===== src/scba_pkg.sv =====
package scba_pkg;

  localparam int GAIN_FRAC_BITS = 10;

  localparam int PIX_W = 8;
  localparam int CFG_W = 8;
  localparam int CFG_IDX_W = 1;

  // Register indexes of the configuration port.
  localparam logic [CFG_IDX_W-1:0] REG_CONTRAST   = 1'b0;
  localparam logic [CFG_IDX_W-1:0] REG_BRIGHTNESS = 1'b1;

  localparam logic [CFG_W-1:0] CONTRAST_RST   = 8'd20;
  localparam logic [CFG_W-1:0] BRIGHTNESS_RST = 8'd100;

  // Pipeline depth of one channel.
  localparam int STAGES = 6;

  // Steepness |t| in Q4.8, found as (d * contrast * 64 + 637) / 1275.
  localparam int NUM_W = 22;
  localparam int TA_W = 12;
  localparam int RECIP_SHIFT = 32;
  localparam int QPROD_W = NUM_W + NUM_W;
  localparam logic [NUM_W-1:0] DIV_RECIP = 22'd3368601;
  localparam logic [NUM_W-1:0] DIV_DEN   = 22'd1275;
  localparam logic [NUM_W-1:0] DIV_BIAS  = 22'd637;
  localparam logic [TA_W:0]    TA_MAX    = 13'd4095;

  // Sigmoid in unsigned Q1.16.
  localparam int SIG_W = 17;
  localparam int FRAC_W = 7;
  localparam int IDX_W = 5;
  localparam int IPROD_W = 24;
  localparam logic [SIG_W-1:0] SIG_ONE   = 17'd65536;
  localparam logic [SIG_W-1:0] GAIN_BIAS = 17'd19661;

  // Gain in unsigned Q1.GAIN_FRAC_BITS.
  localparam int GAIN_W = GAIN_FRAC_BITS + 1;
  localparam int GSH_W = SIG_W + GAIN_FRAC_BITS + 1;
  localparam int Y_W = GAIN_FRAC_BITS + 10;
  localparam int Q_W = 10;
  localparam logic [Q_W-1:0] BRIGHT_OFFS = 10'd100;
  localparam logic [Q_W-1:0] PIX_MAX     = 10'd255;

  typedef struct packed {
    logic [STAGES-1:0] load;
  } scba_ctl_t;

  function automatic logic [SIG_W-1:0] sig_val(input logic [IDX_W:0] k);
    logic [SIG_W-1:0] v;
    case (k)
      6'd0:    v = 17'd32768;
      6'd1:    v = 17'd40793;
      6'd2:    v = 17'd47911;
      6'd3:    v = 17'd53581;
      6'd4:    v = 17'd57724;
      6'd5:    v = 17'd60565;
      6'd6:    v = 17'd62428;
      6'd7:    v = 17'd63615;
      6'd8:    v = 17'd64357;
      6'd9:    v = 17'd64816;
      6'd10:   v = 17'd65097;
      6'd11:   v = 17'd65269;
      6'd12:   v = 17'd65374;
      6'd13:   v = 17'd65438;
      6'd14:   v = 17'd65476;
      6'd15:   v = 17'd65500;
      6'd16:   v = 17'd65514;
      6'd17:   v = 17'd65523;
      6'd18:   v = 17'd65528;
      6'd19:   v = 17'd65531;
      6'd20:   v = 17'd65533;
      6'd21:   v = 17'd65534;
      6'd22:   v = 17'd65535;
      6'd23:   v = 17'd65535;
      default: v = 17'd65536;
    endcase
    return v;
  endfunction

endpackage


===== src/scba_in_if.sv =====
interface scba_in_if;
  logic                     valid;
  logic                     ready;
  logic [scba_pkg::PIX_W-1:0] in_blue;
  logic [scba_pkg::PIX_W-1:0] in_green;
  logic [scba_pkg::PIX_W-1:0] in_red;

  modport source (output valid, output in_blue, output in_green, output in_red, input ready);
  modport sink (input valid, input in_blue, input in_green, input in_red, output ready);
endinterface


===== src/scba_out_if.sv =====
interface scba_out_if;
  logic                     valid;
  logic                     ready;
  logic [scba_pkg::PIX_W-1:0] out_blue;
  logic [scba_pkg::PIX_W-1:0] out_green;
  logic [scba_pkg::PIX_W-1:0] out_red;

  modport source (output valid, output out_blue, output out_green, output out_red, input ready);
  modport sink (input valid, input out_blue, input out_green, input out_red, output ready);
endinterface


===== src/scba_cfg_if.sv =====
interface scba_cfg_if;
  logic                             valid;
  logic                             ready;
  logic [scba_pkg::CFG_IDX_W-1:0]   index;
  logic [scba_pkg::CFG_W-1:0]       data;

  modport source (output valid, output index, output data, input ready);
  modport sink (input valid, input index, input data, output ready);
endinterface


===== src/scba_chan.sv =====
module scba_chan (
  input  logic                          clk,
  input  scba_pkg::scba_ctl_t           ctl,
  input  logic [scba_pkg::PIX_W-1:0]    pix_i,
  input  logic [scba_pkg::CFG_W-1:0]    contrast_i,
  input  logic [scba_pkg::CFG_W-1:0]    brightness_i,
  output logic [scba_pkg::PIX_W-1:0]    pix_o
);

  // Stage A: distance from mid-gray times contrast.
  logic [scba_pkg::PIX_W:0]       dbl;
  logic                           neg_a;
  logic [scba_pkg::PIX_W:0]       dist9;
  logic [2*scba_pkg::PIX_W-1:0]   dc_a;
  logic [scba_pkg::PIX_W-1:0]     pa_r;
  logic                           nega_r;
  logic [2*scba_pkg::PIX_W-1:0]   dca_r;

  // Stage B: reciprocal multiply for the divide by 1275.
  logic [scba_pkg::NUM_W-1:0]     num_b;
  logic [scba_pkg::QPROD_W-1:0]   qprod_b;
  logic [scba_pkg::PIX_W-1:0]     pb_r;
  logic                           negb_r;
  logic [scba_pkg::NUM_W-1:0]     numb_r;
  logic [scba_pkg::TA_W-1:0]      qestb_r;

  // Stage C: quotient correction and saturation.
  logic [scba_pkg::NUM_W-1:0]     qmul_c;
  logic [scba_pkg::NUM_W-1:0]     rem_c;
  logic [scba_pkg::TA_W:0]        ta13_c;
  logic [scba_pkg::TA_W-1:0]      ta_c;
  logic [scba_pkg::PIX_W-1:0]     pc_r;
  logic                           negc_r;
  logic [scba_pkg::TA_W-1:0]      tac_r;

  // Stage D: table lookup and interpolation product.
  logic [scba_pkg::IDX_W:0]       idx_d;
  logic [scba_pkg::SIG_W-1:0]     a_d;
  logic [scba_pkg::SIG_W-1:0]     b_d;
  logic [scba_pkg::SIG_W-1:0]     delta_d;
  logic [scba_pkg::IPROD_W-1:0]   iprod_d;
  logic [scba_pkg::PIX_W-1:0]     pd_r;
  logic                           negd_r;
  logic [scba_pkg::SIG_W-1:0]     ad_r;
  logic [scba_pkg::IPROD_W-1:0]   iprodd_r;

  // Stage E: sigmoid value and gain.
  logic [scba_pkg::IPROD_W-1:0]   rnd_e;
  logic [scba_pkg::SIG_W-1:0]     s_e;
  logic [scba_pkg::SIG_W-1:0]     sadj_e;
  logic [scba_pkg::SIG_W-1:0]     sum_e;
  logic [scba_pkg::GSH_W-1:0]     gsh_e;
  logic [scba_pkg::PIX_W-1:0]     pe_r;
  logic [scba_pkg::GAIN_W-1:0]    gaine_r;

  // Stage F: apply gain and offset, round and saturate.
  logic [scba_pkg::Y_W-1:0]       y_f;
  logic [scba_pkg::Q_W-1:0]       q_f;
  logic [scba_pkg::Q_W-1:0]       qm_f;
  logic [scba_pkg::PIX_W-1:0]     res_f;
  logic [scba_pkg::PIX_W-1:0]     pix_r;

  always_comb begin
    dbl   = {pix_i, 1'b0};
    neg_a = dbl < 9'd255;
    dist9 = neg_a ? (9'd255 - dbl) : (dbl - 9'd255);
    dc_a  = 16'(dist9[scba_pkg::PIX_W-1:0]) * 16'(contrast_i);
  end

  always_comb begin
    num_b   = {dca_r, 6'b0} + scba_pkg::DIV_BIAS;
    qprod_b = scba_pkg::QPROD_W'(num_b) * scba_pkg::QPROD_W'(scba_pkg::DIV_RECIP);
  end

  // The reciprocal estimate is the true quotient or one below it.
  always_comb begin
    qmul_c = scba_pkg::NUM_W'(qestb_r) * scba_pkg::DIV_DEN;
    rem_c  = numb_r - qmul_c;
    ta13_c = {1'b0, qestb_r} + 13'(rem_c >= scba_pkg::DIV_DEN);
    ta_c   = (ta13_c > scba_pkg::TA_MAX) ? scba_pkg::TA_MAX[scba_pkg::TA_W-1:0]
                                         : ta13_c[scba_pkg::TA_W-1:0];
  end

  always_comb begin
    idx_d   = {1'b0, tac_r[scba_pkg::TA_W-1 -: scba_pkg::IDX_W]};
    a_d     = scba_pkg::sig_val(idx_d);
    b_d     = scba_pkg::sig_val(idx_d + 6'd1);
    delta_d = b_d - a_d;
    iprod_d = scba_pkg::IPROD_W'(delta_d) *
              scba_pkg::IPROD_W'(tac_r[scba_pkg::FRAC_W-1:0]);
  end

  always_comb begin
    rnd_e  = iprodd_r + 24'd64;
    s_e    = ad_r + scba_pkg::SIG_W'(rnd_e[scba_pkg::IPROD_W-1:scba_pkg::FRAC_W]);
    sadj_e = negd_r ? (scba_pkg::SIG_ONE - s_e) : s_e;
    sum_e  = sadj_e + scba_pkg::GAIN_BIAS;
    gsh_e  = {1'b0, sum_e, {scba_pkg::GAIN_FRAC_BITS{1'b0}}} + scba_pkg::GSH_W'(32768);
  end

  always_comb begin
    y_f = scba_pkg::Y_W'(pe_r) * scba_pkg::Y_W'(gaine_r)
        + (scba_pkg::Y_W'(brightness_i) << scba_pkg::GAIN_FRAC_BITS)
        + (scba_pkg::Y_W'(1) << (scba_pkg::GAIN_FRAC_BITS - 1));
    q_f  = y_f[scba_pkg::Y_W-1:scba_pkg::GAIN_FRAC_BITS];
    qm_f = q_f - scba_pkg::BRIGHT_OFFS;
    if (q_f < scba_pkg::BRIGHT_OFFS) begin
      res_f = '0;
    end else if (qm_f > scba_pkg::PIX_MAX) begin
      res_f = scba_pkg::PIX_MAX[scba_pkg::PIX_W-1:0];
    end else begin
      res_f = qm_f[scba_pkg::PIX_W-1:0];
    end
  end

  always_ff @(posedge clk) begin
    if (ctl.load[0]) begin
      pa_r   <= pix_i;
      nega_r <= neg_a;
      dca_r  <= dc_a;
    end
    if (ctl.load[1]) begin
      pb_r    <= pa_r;
      negb_r  <= nega_r;
      numb_r  <= num_b;
      qestb_r <= qprod_b[scba_pkg::RECIP_SHIFT +: scba_pkg::TA_W];
    end
    if (ctl.load[2]) begin
      pc_r   <= pb_r;
      negc_r <= negb_r;
      tac_r  <= ta_c;
    end
    if (ctl.load[3]) begin
      pd_r     <= pc_r;
      negd_r   <= negc_r;
      ad_r     <= a_d;
      iprodd_r <= iprod_d;
    end
    if (ctl.load[4]) begin
      pe_r    <= pd_r;
      gaine_r <= gsh_e[16 +: scba_pkg::GAIN_W];
    end
    if (ctl.load[5]) begin
      pix_r <= res_f;
    end
  end

  assign pix_o = pix_r;

endmodule


===== src/sigmoid_contrast_brightness_adjust_core.sv =====
// Sigmoid contrast and brightness adjustment of an RGB pixel stream.
//
// in_ch carries one pixel per item (blue, green, red, 8 bits each) and out_ch
// returns the adjusted pixel, one result item for every input item, in order.
// Both use valid/ready; an item moves at a clock edge with valid and ready high.
// cfg_ch writes the contrast (index 0) and brightness (index 1) registers and
// is always ready. Change them only while no pixel is in flight.
//
// Each channel runs through a six-stage pipeline: |2p-255| times contrast,
// a reciprocal multiply for the divide by 1275, quotient correction, sigmoid
// table lookup and interpolation product, gain, and the final multiply with
// rounding and saturation. An accepted item raises out valid once it
// reaches the last stage and leaves when out_ch is ready. Throughput is
// one pixel per clock while out_ch is ready; the clock period is set by
// the 22 x 22 bit reciprocal multiplier stage.
//
// When out_ch stalls, the stages fill up behind the waiting result and
// in_ch.ready drops only once every stage holds a pixel. Nothing is lost or
// repeated. A synchronous reset (rst_n low) empties the pipeline and sets
// contrast to 20 and brightness to 100.
module sigmoid_contrast_brightness_adjust_core (
  input  logic       clk,
  input  logic       rst_n,
  scba_in_if.sink    in_ch,
  scba_out_if.source out_ch,
  scba_cfg_if.sink   cfg_ch
);

  logic [scba_pkg::STAGES-1:0] vld_r;
  logic [scba_pkg::STAGES-1:0] vld_nxt;
  logic [scba_pkg::STAGES-1:0] adv;
  logic [scba_pkg::CFG_W-1:0]  contrast_r;
  logic [scba_pkg::CFG_W-1:0]  brightness_r;
  scba_pkg::scba_ctl_t         ctl;

  // A stage may load when it is empty or its item moves on this cycle.
  always_comb begin
    adv[scba_pkg::STAGES-1] = !vld_r[scba_pkg::STAGES-1] || out_ch.ready;
    for (int k = scba_pkg::STAGES - 2; k >= 0; k--) begin
      adv[k] = !vld_r[k] || adv[k+1];
    end
  end

  always_comb begin
    vld_nxt = vld_r;
    for (int k = 0; k < scba_pkg::STAGES; k++) begin
      if (adv[k]) begin
        vld_nxt[k] = (k == 0) ? in_ch.valid : vld_r[(k == 0) ? 0 : k - 1];
      end
    end
  end

  always_ff @(posedge clk) begin
    if (!rst_n) begin
      vld_r        <= '0;
      contrast_r   <= scba_pkg::CONTRAST_RST;
      brightness_r <= scba_pkg::BRIGHTNESS_RST;
    end else begin
      vld_r <= vld_nxt;
      if (cfg_ch.valid) begin
        unique case (cfg_ch.index)
          scba_pkg::REG_CONTRAST:   contrast_r   <= cfg_ch.data;
          scba_pkg::REG_BRIGHTNESS: brightness_r <= cfg_ch.data;
          default: ;
        endcase
      end
    end
  end

  assign ctl.load     = adv;
  assign in_ch.ready  = adv[0];
  assign cfg_ch.ready = 1'b1;
  assign out_ch.valid = vld_r[scba_pkg::STAGES-1];

  scba_chan u_blue (
    .clk          (clk),
    .ctl          (ctl),
    .pix_i        (in_ch.in_blue),
    .contrast_i   (contrast_r),
    .brightness_i (brightness_r),
    .pix_o        (out_ch.out_blue)
  );

  scba_chan u_green (
    .clk          (clk),
    .ctl          (ctl),
    .pix_i        (in_ch.in_green),
    .contrast_i   (contrast_r),
    .brightness_i (brightness_r),
    .pix_o        (out_ch.out_green)
  );

  scba_chan u_red (
    .clk          (clk),
    .ctl          (ctl),
    .pix_i        (in_ch.in_red),
    .contrast_i   (contrast_r),
    .brightness_i (brightness_r),
    .pix_o        (out_ch.out_red)
  );

`ifndef NO_ASSERTIONS
  // Input backpressure only appears once every stage is occupied.
  a_ready_full: assert property (@(posedge clk) disable iff (!rst_n)
    !in_ch.ready |-> (vld_r == '1))
    else $error("input stalled with an empty pipeline stage");

  // An accepted item occupies the first stage on the next cycle.
  a_accept_first: assert property (@(posedge clk) disable iff (!rst_n)
    (in_ch.valid && in_ch.ready) |=> vld_r[0])
    else $error("accepted item missing from first stage");

  // A stalled result keeps every stage behind it occupied.
  a_stall_hold: assert property (@(posedge clk) disable iff (!rst_n)
    (vld_r == '1 && !out_ch.ready) |=> (vld_r == '1))
    else $error("item dropped while output stalled");

  // Reset empties the pipeline.
  a_reset_empty: assert property (@(posedge clk)
    !rst_n |=> (vld_r == '0))
    else $error("pipeline not empty after reset");
`endif

endmodule


===== src/flat_wrapper.sv =====
// flat-port wrapper written by rule: the top's interface ports become plain ports
module sigmoid_contrast_brightness_adjust_core_flat 
  (clk, rst_n, in_ch_valid, in_ch_in_blue, in_ch_in_green, in_ch_in_red, in_ch_ready, out_ch_valid, out_ch_out_blue, out_ch_out_green, out_ch_out_red, out_ch_ready, cfg_ch_valid, cfg_ch_index, cfg_ch_data, cfg_ch_ready);
  scba_in_if in_ch_i ();
  scba_out_if out_ch_i ();
  scba_cfg_if cfg_ch_i ();
  input  logic clk;
  input  logic rst_n;
  input wire logic [$bits(in_ch_i.valid)-1:0] in_ch_valid;
  input wire logic [$bits(in_ch_i.in_blue)-1:0] in_ch_in_blue;
  input wire logic [$bits(in_ch_i.in_green)-1:0] in_ch_in_green;
  input wire logic [$bits(in_ch_i.in_red)-1:0] in_ch_in_red;
  output wire logic [$bits(in_ch_i.ready)-1:0] in_ch_ready;
  output wire logic [$bits(out_ch_i.valid)-1:0] out_ch_valid;
  output wire logic [$bits(out_ch_i.out_blue)-1:0] out_ch_out_blue;
  output wire logic [$bits(out_ch_i.out_green)-1:0] out_ch_out_green;
  output wire logic [$bits(out_ch_i.out_red)-1:0] out_ch_out_red;
  input wire logic [$bits(out_ch_i.ready)-1:0] out_ch_ready;
  input wire logic [$bits(cfg_ch_i.valid)-1:0] cfg_ch_valid;
  input wire logic [$bits(cfg_ch_i.index)-1:0] cfg_ch_index;
  input wire logic [$bits(cfg_ch_i.data)-1:0] cfg_ch_data;
  output wire logic [$bits(cfg_ch_i.ready)-1:0] cfg_ch_ready;
  assign in_ch_i.valid = in_ch_valid;
  assign in_ch_i.in_blue = in_ch_in_blue;
  assign in_ch_i.in_green = in_ch_in_green;
  assign in_ch_i.in_red = in_ch_in_red;
  assign in_ch_ready = in_ch_i.ready;
  assign out_ch_valid = out_ch_i.valid;
  assign out_ch_out_blue = out_ch_i.out_blue;
  assign out_ch_out_green = out_ch_i.out_green;
  assign out_ch_out_red = out_ch_i.out_red;
  assign out_ch_i.ready = out_ch_ready;
  assign cfg_ch_i.valid = cfg_ch_valid;
  assign cfg_ch_i.index = cfg_ch_index;
  assign cfg_ch_i.data = cfg_ch_data;
  assign cfg_ch_ready = cfg_ch_i.ready;
  sigmoid_contrast_brightness_adjust_core u_core (.clk(clk), .rst_n(rst_n), .in_ch(in_ch_i), .out_ch(out_ch_i), .cfg_ch(cfg_ch_i));
endmodule

===== config.mk =====
export PLATFORM = sky130hd
export DESIGN_NAME = sigmoid_contrast_brightness_adjust_core_flat
export DESIGN_NICKNAME = d
export VERILOG_FILES = /design/src/scba_pkg.sv /design/src/scba_in_if.sv /design/src/scba_out_if.sv /design/src/scba_cfg_if.sv /design/src/scba_chan.sv /design/src/sigmoid_contrast_brightness_adjust_core.sv /design/src/flat_wrapper.sv
export SDC_FILE = /design/constraint.sdc
export NUM_CORES = 2
export LEC_CHECK = 0
export BUFFER_PORTS_ARGS = -buffer_cell sky130_fd_sc_hd__clkbuf_2
export CAP_MARGIN = 25
export CORE_MARGIN = 2
export CORE_UTILIZATION = 53
export CTS_CLUSTER_DIAMETER = 150
export CTS_CLUSTER_SIZE = 25
export DETAILED_ROUTE_END_ITERATION = 12
export PLACE_DENSITY = 0.81
export SYNTH_ARGS = -nofsm -noshare
export SYNTH_HDL_FRONTEND = slang
export SYNTH_SLANG_ARGS = --single-unit

===== constraint.sdc =====
create_clock -name clk -period 8.7 [get_ports clk]
set_input_delay 0.435 -clock clk [delete_from_list [all_inputs] [get_ports clk]]
set_output_delay 0.435 -clock clk [all_outputs]
set_load 0.02 [all_outputs]

==> impl_metrics.csv <==
group,metric,value,unit
synthesis,synth-seq-area-share,17.9,%
floorplanning,die_w,405,um
clock_tree,clockBufferDepth,3,
global_route,grt_pass1_wl,317000,um
finish,drive_gt1_share,5.76,%
synthesis,yosys_warnings,0,
synthesis,syn_inst,8838,
sta,finalCriticalPeriod,8.38,ns
clock_tree,clock_sinks,531,
sta,worst_pin_slew,1.05,ns
sta,max_freq,119,MHz
min_path,hold_class,"in -> reg",
synthesis,synth_top_flop_cell,"edfxtp_1",
sta,hold_viol,0,
floorplanning,ioPinCount,65,
clock_tree,clkSlewWorstSetupHoldPaths,0.11,ns
sta,setup_tns,0,ns
clock_tree,cts_buffers,25,
detailed_routing,via_per_inst,5.45,
finish,area_growth,6.93,%
global_route,grt_max_degree,74,
synthesis,yosysTopAreaCellShare,27.1,%
detailed_routing,drc,0,
global_route,gr-total-overflow,0,
synthesis,syn_area,85200,sq um
synthesis,syn_nets,11400,
global_route,first_global_vias,63800,
place,io_buffers,63,
place,dp.cells,11100,
finish,ff_latch_area,15200,sq um
floorplanning,row_count,147,
detailed_routing,wl_per_cell,17.0,um
critical_path,worstPathRequired,9.22,ns
finish,num-fill-cells,13100,
synthesis,synth_edf_count,458,
clock_tree,clkLatencyLatePin,0.66,ns
critical_path,worstSetupPathType,"reg -> reg",
detailed_routing,drt_wl_total,190000,um
synthesis,synth_most_common_cell,"inv_1",
detailed_routing,drt_iter0_markers,4024,
critical_path,worst-endpoint-arrival,8.90,ns
place,gp_congestion,0.938,
floorplanning,dieArea,164000,sq um
sta,fin_ws,0.319,ns
critical_path,end_kind,"register",
clock_tree,htreeDepth,1,
critical_path,ff2ff_path_depth,29,
synthesis,ys_top_cells_by_area,"fa_1 (27%), ha_1 (20%), edfxtp_1 (16%)",
sta,fin_skew,0.0364,ns
synthesis,synth-seq-cells,531,
place,pre_cts_slack,-0.257,ns
global_route,antenna_found_initial,11,
synthesis,ys_types,96,
job,cap_viol_max_count,0,
detailed_routing,dr.pass1.iters,6,
sta,drv_slew,0,
finish,fin_nets,11600,
floorplanning,die_h,405,um
critical_path,critPathLaunchType,"register",
outcome,run_status,"finished, final reports clean",
sta,slew_headroom,29.8,%
detailed_routing,num_vias,61100,
clock_tree,clockRootBuffer,"clkbuf_16",
synthesis,synthTopCellsByCount,"inv_1 (1955), ha_1 (1368), fa_1 (1155)",
clock_tree,cts_tree,"built",
critical_path,slowest_stage,"fa_1",
global_route,grtUsageTotal,23.5,%
sta,setup_violations,0,
floorplanning,coreArea,160000,sq um
min_path,whs_path_depth,3,
critical_path,cpPeakStageDelay,0.56,ns
critical_path,crit_top_cell,"ha_1",
sta,post-route-period-util,96.3,%
critical_path,cp_max_fo,8,
synthesis,synth_top_cell_by_area,"fa_1",
floorplanning,start_util,53.2,%
synthesis,synthArstFlopShare,0,%
detailed_routing,antenna_left,0,
place,hpwlAfterDp,159000,um
finish,stdcell_count,11200,
finish,multiInputGateArea,62600,sq um
synthesis,synth.avg_cell_area,9.64,sq um
==> final timing paths <==
check                                               start                     end  slack, ns
worst max-delay path            u_core.u_green.qestb_r[8]   u_core.u_green.a_d[4]       0.32
worst min-delay path                       cfg_ch_data[5]  u_core.brightness_r[5]       0.05
worst max register to register  u_core.u_green.qestb_r[8]   u_core.u_green.a_d[4]       0.32
worst min register to register      u_core.u_blue.pd_r[5]   u_core.u_blue.pe_r[5]       0.40
==> area by class of cell <==
type | count | share of cell area [%]
clock buffers | 41 | 0.752
multi-input cells | 6175 | 68.7
repair buffers | 330 | 2.68
clock inverters | 3 | 0.0453
inverters | 1959 | 8.09
diodes | 9 | 0.0247
well taps | 2160 | 2.97
flip-flops and latches | 531 | 16.7
==> cells by family (layout without fill, tap and decap cells) <==
family / Yosys count / in the layout / share of synthesized area (%)
AO/OA/AOI/OAI: 1078 / 1078 / 8.30
XOR/XNOR: 497 / 497 / 5.18
adder cells (fa/ha/maj): 2523 / 2523 / 47.2
buffers and inverters: 2132 / 2333 / 9.40
flip-flops: 531 / 531 / 17.9
multiplexers: 26 / 26 / 0.319
other: 1 / 10 / 0.00440
AND/OR/NAND/NOR: 2050 / 2050 / 11.7
==> cell usage in the layout, fill, tap and decap left out, types with 20 or more instances in the layout <==
cell       instances
inv_1           1949
or4_1             20
dfxtp_1           73
nor2b_1           80
nand2_1          748
and3_1            61
a21o_1            80
a21boi_0          38
ha_1            1354
o22ai_1           22
buf_4            247
o21a_1            60
or3_1             25
nand2b_1          59
o21ai_1           24
clkbuf_2          64
nand3_1          145
edfxtp_1         458
clkbuf_16         25
xnor2_1          327
o21ai_0          193
nor2_1           319
o31ai_1           25
o211ai_1          38
xor2_1           147
a31oi_1           53
fa_1            1155
nand4_1           54
a21oi_1          270
or2_2             25
a211oi_1          38
nor3_1           104
and2_1           324
==> through the flow <==
stage          hold WS [ns]  utilization (%)  instance area, sq um
2_1_floorplan         0.400                -                 85200
3_3_place_gp          0.401             55.6                 89100
3_5_place_dp          0.405             55.7                 89200
4_1_cts             0.00305             56.2                 90000
5_1_grt              0.0368             56.9                 91100
6_report             0.0480             56.9                 91100
==> flip-flops by register name, indices dropped and copies added (netlist names), 12 cells and up <==
register,flops
u_core.u_green.a_d,17
u_core.u_red.a_d,17
u_core.u_blue.numb_r,15
u_core.u_red.tac_r,12
u_core.u_blue.iprodd_r,18
u_core.u_blue.qestb_r,12
u_core.u_green.qestb_r,12
u_core.u_blue.dca_r,15
u_core.u_red.numb_r,16
u_core.u_green.tac_r,12
u_core.u_red.qestb_r,12
u_core.u_green.dca_r,15
u_core.u_red.iprodd_r,18
u_core.u_blue.ad_r,17
u_core.u_red.dca_r,16
u_core.u_green.numb_r,15
u_core.u_red.ad_r,17
u_core.u_green.ad_r,17
u_core.u_blue.tac_r,12
u_core.u_blue.a_d,17
u_core.u_green.iprodd_r,18
==> layer usage <==
metal,track usage [%],up-vias,part of all wire (%)
li1,-,28800,-
met1,31.2,30300,42
met2,40.8,1607,49
met3,2.12,316,5.0
met4,7.48,6,3.2
met5,0,-,0.022
==> worst max-delay path: cells and delay by family, from the launching register on <==
kind | cells | cell delay, ns
and+or+nand+nor | 6 | 1.54
AOI/OAI and AO/OA | 9 | 2.11
adders and majority gates | 9 | 3.43
buffers and inverters | 5 | 0.60
DFF | 1 | 0.55
==> timing repair <==
item,CTS,global route
pin swaps,0,29
hold buffers,10,0
gates resized for setup,10,126
gates cloned,0,0
setup buffers,0,54
setup endpoints to repair,9,80
hold endpoints to repair,10,0
Power is left out: the tool's default activity adds up to more than one toggle a clock period on the data nets, which glitch-free logic cannot reach.
